### config.mk
export PLATFORM = sky130hd
export DESIGN_NAME = markdown_line_classifier
export DESIGN_NICKNAME = d
export VERILOG_FILES = /design/src/rtl/mlc_pkg.sv /design/src/rtl/markdown_line_classifier.sv /design/src/rtl/mlc_classify.sv /design/src/rtl/mlc_tracker.sv
export SDC_FILE = /design/constraint.sdc
export NUM_CORES = 1
export LEC_CHECK = 0
export BUFFER_PORTS_ARGS = -buffer_cell sky130_fd_sc_hd__clkbuf_2
export CAP_MARGIN = 20
export CELL_PAD_IN_SITES_DETAIL_PLACEMENT = 0
export CELL_PAD_IN_SITES_GLOBAL_PLACEMENT = 1
export CORE_MARGIN = 2
export CORE_UTILIZATION = 45
export CTS_CLUSTER_SIZE = 12
export DETAILED_ROUTE_END_ITERATION = 12
export MAX_ROUTING_LAYER = met4
export PLACE_DENSITY = 0.77
export SYNTH_ARGS = -nofsm -noshare
export SYNTH_HDL_FRONTEND = slang
export SYNTH_SLANG_ARGS = --single-unit
export TNS_END_PERCENT = 100
### constraint.sdc
create_clock -name clk -period 8.4 [get_ports clk]
set_clock_uncertainty 0.2 [all_clocks]
set_input_delay 1.26 -clock clk [delete_from_list [all_inputs] [get_ports clk]]
set_output_delay 1.26 -clock clk [all_outputs]
set_load 0.02 [all_outputs]
### src/rtl/mlc_pkg.sv
package mlc_pkg;

  localparam int PREFIX_LEN       = 7;
  localparam int LEN_BITS         = 3;
  localparam int OFFSET_BITS_DEF  = 32;
  localparam int MAX_HEADING_DEF  = 6;
  localparam int OUT_OFFSET_BITS  = 32;

  localparam logic [7:0] CH_TICK   = 8'h60;
  localparam logic [7:0] CH_DOLLAR = 8'h24;
  localparam logic [7:0] CH_DASH   = 8'h2d;
  localparam logic [7:0] CH_STAR   = 8'h2a;
  localparam logic [7:0] CH_SPACE  = 8'h20;
  localparam logic [7:0] CH_LBRACK = 8'h5b;
  localparam logic [7:0] CH_RBRACK = 8'h5d;
  localparam logic [7:0] CH_LOW_X  = 8'h78;
  localparam logic [7:0] CH_UP_X   = 8'h58;
  localparam logic [7:0] CH_HASH   = 8'h23;
  localparam logic [7:0] CH_GT     = 8'h3e;
  localparam logic [7:0] CH_PIPE   = 8'h7c;
  localparam logic [7:0] CH_NL     = 8'h0a;

  typedef enum logic [3:0] {
    K_PARA    = 4'd0,
    K_BLANK   = 4'd1,
    K_HEADING = 4'd2,
    K_QUOTE   = 4'd3,
    K_TASK    = 4'd4,
    K_LIST    = 4'd5,
    K_TABLE   = 4'd6,
    K_CODE    = 4'd7,
    K_MATH    = 4'd8
  } kind_t;

  typedef logic [PREFIX_LEN-1:0][7:0] prefix_t;

  typedef struct packed {
    kind_t      kind;
    logic [2:0] level;
    logic       checked;
    logic       flip_code;
    logic       flip_math;
  } class_t;

endpackage

### src/rtl/markdown_line_classifier.sv
// Channel  Direction  Payload
// s_axis   in         tdata = char_in, tlast = end_mark
// m_axis   out        tdata = line_start, line_stop, heading_level, checked;
//                     tuser = kind, tlast = last_block
//
// One item per cycle; an item is registered, then classified and its line
// record registered. Synchronous reset clears the offsets, line prefix and
// fence flags. A stalled result holds the record; the input register still
// takes one item and then s_tready drops until m_tready frees the result
// register.
module markdown_line_classifier #(
  parameter int OFFSET_BITS = mlc_pkg::OFFSET_BITS_DEF,
  parameter int MAX_HEADING = mlc_pkg::MAX_HEADING_DEF
) (
  input  logic        clk,
  input  logic        rst,
  input  logic        s_tvalid,
  output logic        s_tready,
  input  logic [7:0]  s_tdata,   // [7:0] char_in
  input  logic        s_tlast,
  output logic        m_tvalid,
  input  logic        m_tready,
  output logic [71:0] m_tdata,   // [31:0] line_start, [63:32] line_stop,
                                 // [66:64] heading_level, [67] checked, [71:68] zero
  output logic [3:0]  m_tuser,   // [3:0] kind
  output logic        m_tlast
);
  import mlc_pkg::*;

  logic                   in_vld;
  logic [7:0]             in_char;
  logic                   in_end;
  logic                   advance;
  logic                   emit;
  logic [OFFSET_BITS-1:0] rec_start;
  logic [OFFSET_BITS-1:0] rec_stop;
  class_t                 cls;
  logic [OFFSET_BITS+OUT_OFFSET_BITS-1:0] start_wide;
  logic [OFFSET_BITS+OUT_OFFSET_BITS-1:0] stop_wide;

  logic [OUT_OFFSET_BITS-1:0] out_start;
  logic [OUT_OFFSET_BITS-1:0] out_stop;
  kind_t                      out_kind;
  logic [2:0]                 out_level;
  logic                       out_checked;
  logic                       out_last;

  assign advance  = in_vld && (!m_tvalid || m_tready);
  assign s_tready = !in_vld || advance;

  always_ff @(posedge clk) begin
    if (rst) begin
      in_vld <= 1'b0;
    end else if (s_tready) begin
      in_vld <= s_tvalid;
    end
  end

  always_ff @(posedge clk) begin
    if (s_tready && s_tvalid) begin
      in_char <= s_tdata;
      in_end  <= s_tlast;
    end
  end

  mlc_tracker #(.OFFSET_BITS(OFFSET_BITS), .MAX_HEADING(MAX_HEADING)) u_tracker (
    .clk       (clk),
    .rst       (rst),
    .step      (advance),
    .char_in   (in_char),
    .end_mark  (in_end),
    .emit      (emit),
    .rec_start (rec_start),
    .rec_stop  (rec_stop),
    .cls       (cls)
  );

  assign start_wide = {{OUT_OFFSET_BITS{1'b0}}, rec_start};
  assign stop_wide  = {{OUT_OFFSET_BITS{1'b0}}, rec_stop};

  always_ff @(posedge clk) begin
    if (rst) begin
      m_tvalid <= 1'b0;
    end else if (advance) begin
      m_tvalid <= emit;
    end else if (m_tready) begin
      m_tvalid <= 1'b0;
    end
  end

  always_ff @(posedge clk) begin
    if (advance && emit) begin
      out_start   <= start_wide[OUT_OFFSET_BITS-1:0];
      out_stop    <= stop_wide[OUT_OFFSET_BITS-1:0];
      out_kind    <= cls.kind;
      out_level   <= cls.level;
      out_checked <= cls.checked;
      out_last    <= in_end;
    end
  end

  assign m_tdata = {4'b0, out_checked, out_level, out_stop, out_start};
  assign m_tuser = out_kind;
  assign m_tlast = out_last;

  a_level_only_heading: assert property (@(posedge clk) disable iff (rst)
    (m_tvalid && (out_kind != K_HEADING)) |-> (out_level == 3'd0))
    else $error("heading level set on a non-heading line");

  a_checked_only_task: assert property (@(posedge clk) disable iff (rst)
    (m_tvalid && out_checked) |-> (out_kind == K_TASK))
    else $error("checked mark on a non-task line");

  a_heading_level_range: assert property (@(posedge clk) disable iff (rst)
    (m_tvalid && (out_kind == K_HEADING)) |->
      ((out_level != 3'd0) && (out_level <= 3'(MAX_HEADING))))
    else $error("heading level out of range");

  a_reset_empty: assert property (@(posedge clk)
    rst |=> (!m_tvalid && s_tready))
    else $error("pipeline not empty after reset");

endmodule

### src/rtl/mlc_classify.sv
module mlc_classify #(
  parameter int MAX_HEADING = mlc_pkg::MAX_HEADING_DEF
) (
  input  mlc_pkg::prefix_t              prefix,
  input  logic [mlc_pkg::LEN_BITS-1:0]  len,
  input  logic                          inside_code,
  input  logic                          inside_math,
  output mlc_pkg::class_t               cls
);
  import mlc_pkg::*;

  logic [2:0] hashes;
  logic       run;
  logic       space_after;
  logic       is_code;
  logic       is_math;
  logic       task_frame;
  logic       is_heading;
  logic       is_list;

  always_comb begin
    hashes = 3'd0;
    run    = 1'b1;
    for (int i = 0; i < PREFIX_LEN; i++) begin
      if (run && (3'(i) < len) && (prefix[i] == CH_HASH)) begin
        hashes = hashes + 3'd1;
      end else begin
        run = 1'b0;
      end
    end
    space_after = 1'b0;
    for (int i = 0; i < PREFIX_LEN; i++) begin
      if (hashes == 3'(i)) begin
        space_after = (prefix[i] == CH_SPACE);
      end
    end
  end

  assign is_code = (len >= 3'd3) && (prefix[0] == CH_TICK) && (prefix[1] == CH_TICK) &&
                   (prefix[2] == CH_TICK);
  assign is_math = (len >= 3'd2) && (prefix[0] == CH_DOLLAR) && (prefix[1] == CH_DOLLAR);
  assign task_frame = (len >= 3'd6) && (prefix[0] == CH_DASH) && (prefix[1] == CH_SPACE) &&
                      (prefix[2] == CH_LBRACK) && (prefix[4] == CH_RBRACK) &&
                      (prefix[5] == CH_SPACE);
  assign is_heading = (hashes != 3'd0) && (hashes <= 3'(MAX_HEADING)) && (hashes < len) &&
                      (hashes != 3'd7) && space_after;
  assign is_list = (len >= 3'd2) && (prefix[1] == CH_SPACE) &&
                   ((prefix[0] == CH_DASH) || (prefix[0] == CH_STAR));

  always_comb begin
    cls = '{kind: K_PARA, level: 3'd0, checked: 1'b0, flip_code: 1'b0, flip_math: 1'b0};
    if (is_code) begin
      cls.kind      = K_CODE;
      cls.flip_code = 1'b1;
    end else if (is_math) begin
      cls.kind      = K_MATH;
      cls.flip_math = 1'b1;
    end else if (inside_code) begin
      cls.kind = K_CODE;
    end else if (inside_math) begin
      cls.kind = K_MATH;
    end else if (len == 3'd0) begin
      cls.kind = K_BLANK;
    end else if (prefix[0] == CH_HASH) begin
      if (is_heading) begin
        cls.kind  = K_HEADING;
        cls.level = hashes;
      end
    end else if (prefix[0] == CH_GT) begin
      cls.kind = K_QUOTE;
    end else if (task_frame && ((prefix[3] == CH_LOW_X) || (prefix[3] == CH_UP_X))) begin
      cls.kind    = K_TASK;
      cls.checked = 1'b1;
    end else if (task_frame && (prefix[3] == CH_SPACE)) begin
      cls.kind = K_TASK;
    end else if (is_list) begin
      cls.kind = K_LIST;
    end else if (prefix[0] == CH_PIPE) begin
      cls.kind = K_TABLE;
    end
  end

endmodule

### src/rtl/mlc_tracker.sv
module mlc_tracker #(
  parameter int OFFSET_BITS = mlc_pkg::OFFSET_BITS_DEF,
  parameter int MAX_HEADING = mlc_pkg::MAX_HEADING_DEF
) (
  input  logic                   clk,
  input  logic                   rst,
  input  logic                   step,
  input  logic [7:0]             char_in,
  input  logic                   end_mark,
  output logic                   emit,
  output logic [OFFSET_BITS-1:0] rec_start,
  output logic [OFFSET_BITS-1:0] rec_stop,
  output mlc_pkg::class_t        cls
);
  import mlc_pkg::*;

  logic [OFFSET_BITS-1:0] position, position_next;
  logic [OFFSET_BITS-1:0] line_origin, line_origin_next;
  prefix_t                prefix_chars, prefix_chars_next;
  logic [LEN_BITS-1:0]    line_length, line_length_next;
  logic                   inside_code, inside_code_next;
  logic                   inside_math, inside_math_next;
  logic [OFFSET_BITS-1:0] position_inc;
  logic                   is_nl;

  mlc_classify #(.MAX_HEADING(MAX_HEADING)) u_classify (
    .prefix      (prefix_chars),
    .len         (line_length),
    .inside_code (inside_code),
    .inside_math (inside_math),
    .cls         (cls)
  );

  assign position_inc = (&position) ? position : position + 1'b1;
  assign is_nl        = (char_in == CH_NL);
  assign emit         = end_mark || is_nl;
  assign rec_start    = line_origin;
  assign rec_stop     = position;

  always_comb begin
    position_next     = position;
    line_origin_next  = line_origin;
    prefix_chars_next = prefix_chars;
    line_length_next  = line_length;
    inside_code_next  = inside_code;
    inside_math_next  = inside_math;
    if (step) begin
      if (end_mark) begin
        position_next     = '0;
        line_origin_next  = '0;
        prefix_chars_next = '0;
        line_length_next  = '0;
        inside_code_next  = 1'b0;
        inside_math_next  = 1'b0;
      end else if (is_nl) begin
        inside_code_next  = inside_code ^ cls.flip_code;
        inside_math_next  = inside_math ^ cls.flip_math;
        position_next     = position_inc;
        line_origin_next  = position_inc;
        prefix_chars_next = '0;
        line_length_next  = '0;
      end else begin
        position_next = position_inc;
        if (line_length != LEN_BITS'(PREFIX_LEN)) begin
          for (int i = 0; i < PREFIX_LEN; i++) begin
            if (line_length == LEN_BITS'(i)) begin
              prefix_chars_next[i] = char_in;
            end
          end
          line_length_next = line_length + 1'b1;
        end
      end
    end
  end

  always_ff @(posedge clk) begin
    if (rst) begin
      position     <= '0;
      line_origin  <= '0;
      prefix_chars <= '0;
      line_length  <= '0;
      inside_code  <= 1'b0;
      inside_math  <= 1'b0;
    end else begin
      position     <= position_next;
      line_origin  <= line_origin_next;
      prefix_chars <= prefix_chars_next;
      line_length  <= line_length_next;
      inside_code  <= inside_code_next;
      inside_math  <= inside_math_next;
    end
  end

endmodule

==> impl_metrics.yaml <==
logic_synthesis:
  yosys-mux-area-fraction_pct: 6.26
  synth_xor_area_share_pct: 3.57
  synth.distinct_cells: 75
  synth_compound_area_share_pct: 10.6
  synth-edff-count: 82
  synth_top_family_by_area: "simple AND/OR/NAND/NOR gates"
  synth_area_sq_um: 9310
  yosys.area_share.simple_pct: 20.9
  synthAdderAreaFrac_pct: 1.61
  synth_area_leader_cell: "dfxtp_1"
  yosysSeqAreaShare_pct: 53.7
  yosysWarnings: 0
  synth_async_sr_flop_share_pct: 0
  syn_inst: 918
  synth-seq-cells: 209
  synth_ff_type: "dfxtp_1"
  synth.area.top_cells: "dfxtp_1 27%, edfxtp_1 26%, mux2i_1 6.0%"
  synth.avg_cell_area_sq_um: 10.1
  synth_top_area_share_pct: 27.3
pwr:
  leakage_uw: 0.00400
  ir_drop_mv: 0.119
  power_density_nw_per_um2: 195
  power_frac_comb_pct: 4.4
  swShare_pct: 22.4
  p_switching_uw: 463
  p_int_uw: 1600
  p_total_uw: 2060
  power_frac_clock_pct: 43.5
  seq_power_share_pct: 52.0
timing:
  timing.hold.ws_ns: 0.228
  final.setup.tns_ns: 0
  setup-violations-final: 0
  slew_headroom_pct: 31.0
  hold_viol_final: 0
  fmaxAchievable_mhz: 149
  min_period_ns: 6.69
  finalMaxSlewViolations: 0
  worst_pin_slew_ns: 1.04
  rsz0062_at_grt: "false"
  min_period_over_period_pct: 79.7
worst_setup_path:
  worstSetupPathType: "register to register"
  critPathMaxFanout: 10
  cp.arrival_ns: 6.75
  start_kind: "register"
  required_ns: 8.46
  end_kind: "register"
global_route:
  gr-max-usage-layer: "met1"
  first_global_vias: 6436
  use_met1_pct: 29.5
  grt.total_usage_pct: 20.0
  gr-total-overflow: 0
  grt_pass1_wl_mm: 34.5
  antenna_found_initial: 0
  grt_use_met3_pct: 3.52
  use_met2_pct: 29.0
  grt_max_degree: 75
layout:
  final_area_sq_um: 10600
  syn_to_final_growth_pct: 13.6
  fill_cells: 1870
  final_util_pct: 52.1
  drive_above_1_share_pct: 15.4
  nNetsFinal: 1009
  diodes: 0
drt:
  drt-initial-drc-count: 547
  vias: 6871
  ant_nets: 0
  drt-pass1-iter-count: 5
  routed_via_density: 5.41
  route.detailed.drc: 0
  routed_wl_mm: 21.2
  wire_per_inst_microns: 16.7
placement:
  hpwl_mm: 14.0
  place_area_sq_um: 9910
  port_buffers: 87
  gp_congestion: 0.875
clock_network:
  post_cts_resize_count: 0
  tritoncts: "yes"
  ctsHoldBuffers: 0
  clk_path_buf_depth: 3
  cts-root-buf: "clkbuf_16"
  clk_pin_slew_worst_paths_ns: 0.06
  clock_latency_ns: 0.53
  cts_made_buffers: 22
  htreeDepth: 1
  cts_sinks: 209
  post_cts_buffers: 0
floorplan:
  die_width_microns: 148
  dieArea_sq_um: 21900
  start_util_pct: 45.9
  rows: 52
  core_sq_um: 20300
  die_h_microns: 148
  num_io_pins: 92
status:
  status: "complete, no violations"
job:
  max_cap_viol_count: 0
worst_hold_path:
  min_path_type: "register to register"
-- through the flow --
step / instances / setup slack, ns
2_1_floorplan: 921 / 2.29
3_3_place_gp: 1229 / 1.82
3_5_place_dp: 1230 / 1.78
4_1_cts: 1270 / 1.73
5_1_grt: 1270 / 1.03
6_report: 1270 / 1.71
-- worst paths after layout --
check / from / depth (start not counted) / slack [ns] / endpoint
worst min-delay path: u_tracker.rec_start[29] / 0 / 0.23 / out_start[29]
worst min register to register: u_tracker.rec_start[29] / 0 / 0.23 / out_start[29]
worst max-delay path: u_tracker.prefix_chars[12] / 26 / 1.71 / m_tuser[1]
worst max register to register: u_tracker.prefix_chars[12] / 26 / 1.71 / m_tuser[1]
-- routing by layer --
metal  wire length (microns)  share of wire, %  vias up
li1                        -                 -     3409
met2                    9020                43      172
met3                    1190               5.6       22
met4                     235               1.1        0
met1                   10700                51     3268
met5                       0                 0        -
-- kinds of logic (layout without fill, tap and decap cells) --
| logic type | Yosys count | after routing |
|---|---|---|
| AOI/OAI and AO/OA | 159 | 159 |
| xor gates and xnor gates | 38 | 38 |
| adders and majority gates | 12 | 12 |
| buffers and inverters | 71 | 150 |
| DFF | 209 | 209 |
| muxes | 58 | 58 |
| other | 1 | 4 |
| and+or+nand+nor | 370 | 370 |
-- final cells by class --
class	instances	area (sq um)	share of cell area (%)
Clock inverter	4	48.8	0.461
Tap cell	270	338	3.19
Clock buffer	36	623	5.89
Sequential cell	209	5000	47.3
Multi-Input combinational cell	641	4010	37.9
Inverter	16	60.1	0.568
Timing Repair Buffer	94	490	4.64
-- state kept, by name (all words and copies together) (netlist names), 4 cells and up --
register,count
out_stop,32
u_tracker.rec_stop,32
u_tracker.prefix_chars,56
out_start,32
u_tracker.rec_start,32
in_char,8
m_tuser,4
-- cell usage after synthesis, types with 4 or more instances --
master,n
nor2_1,142
dfxtp_1,127
edfxtp_1,82
nand2_1,63
mux2i_1,56
o21ai_0,50
a21oi_1,49
clkbuf_1,39
nand3_1,26
a22oi_1,24
xnor2_1,20
xor2_1,18
nor3_1,17
inv_1,15
nand4_1,15
or3_1,15
ha_1,12
nor2b_1,12
nor4_1,11
a31oi_1,9
buf_2,9
and3_1,7
and4_1,6
buf_4,6
nand2b_1,6
nor3b_1,5
a21o_1,4
and2_1,4
nand3b_1,4
nor4b_2,4
o21a_1,4
or2_2,4
-- power groups by stage --
| stage | Clock, uW | Sequential [uW] | Combinational (uW) |
|---|---|---|---|
| 5_1_grt | 970 | 1070 | 101 |
| 4_1_cts | 925 | 1070 | 92.7 |
| 3_5_place_dp | 0 | 1100 | 92.4 |
| 3_3_place_gp | 0 | 1100 | 91.7 |
| 2_1_floorplan | 0 | 1100 | 61.0 |
| 6_report | 899 | 1070 | 91.9 |
-- layout by cell type, fill, tap and decap left out, types with 15 or more instances in the layout --
cell,Yosys,routed
clkbuf_16,0,22
clkbuf_2,0,86
nand2_1,63,63
nor3_1,17,17
nor2_1,142,142
dfxtp_1,127,127
xnor2_1,20,20
nand4_1,15,15
or3_1,15,15
nand3_1,26,26
mux2i_1,56,56
o21ai_0,50,50
xor2_1,18,18
edfxtp_1,82,82
a21oi_1,49,49
a22oi_1,24,24
-- critical path: stages (launching register included) --
cell and delay [ns]:
dfxtp_1 0.31, or4b_1 0.61, or3_1 0.40, nor4_1 0.31, ha_1 0.31, and4_1 0.47
xnor2_1 0.18, ha_1 0.27, inv_1 0.06, a31oi_1 0.04, o31ai_1 0.50, nand2_1 0.13
ha_1 0.33, nor2_1 0.11, a21oi_1 0.06, ha_1 0.23, nand4_1 0.08, xor2_1 0.26
o41ai_2 0.10, and3_1 0.21, a221o_2 0.35, ha_1 0.28, o21ai_0 0.07, a31oi_1 0.18
a211oi_2 0.08, a311oi_1 0.24, nor2_1 0.08
No activity file was read; power rests on OpenSTA's default activity.
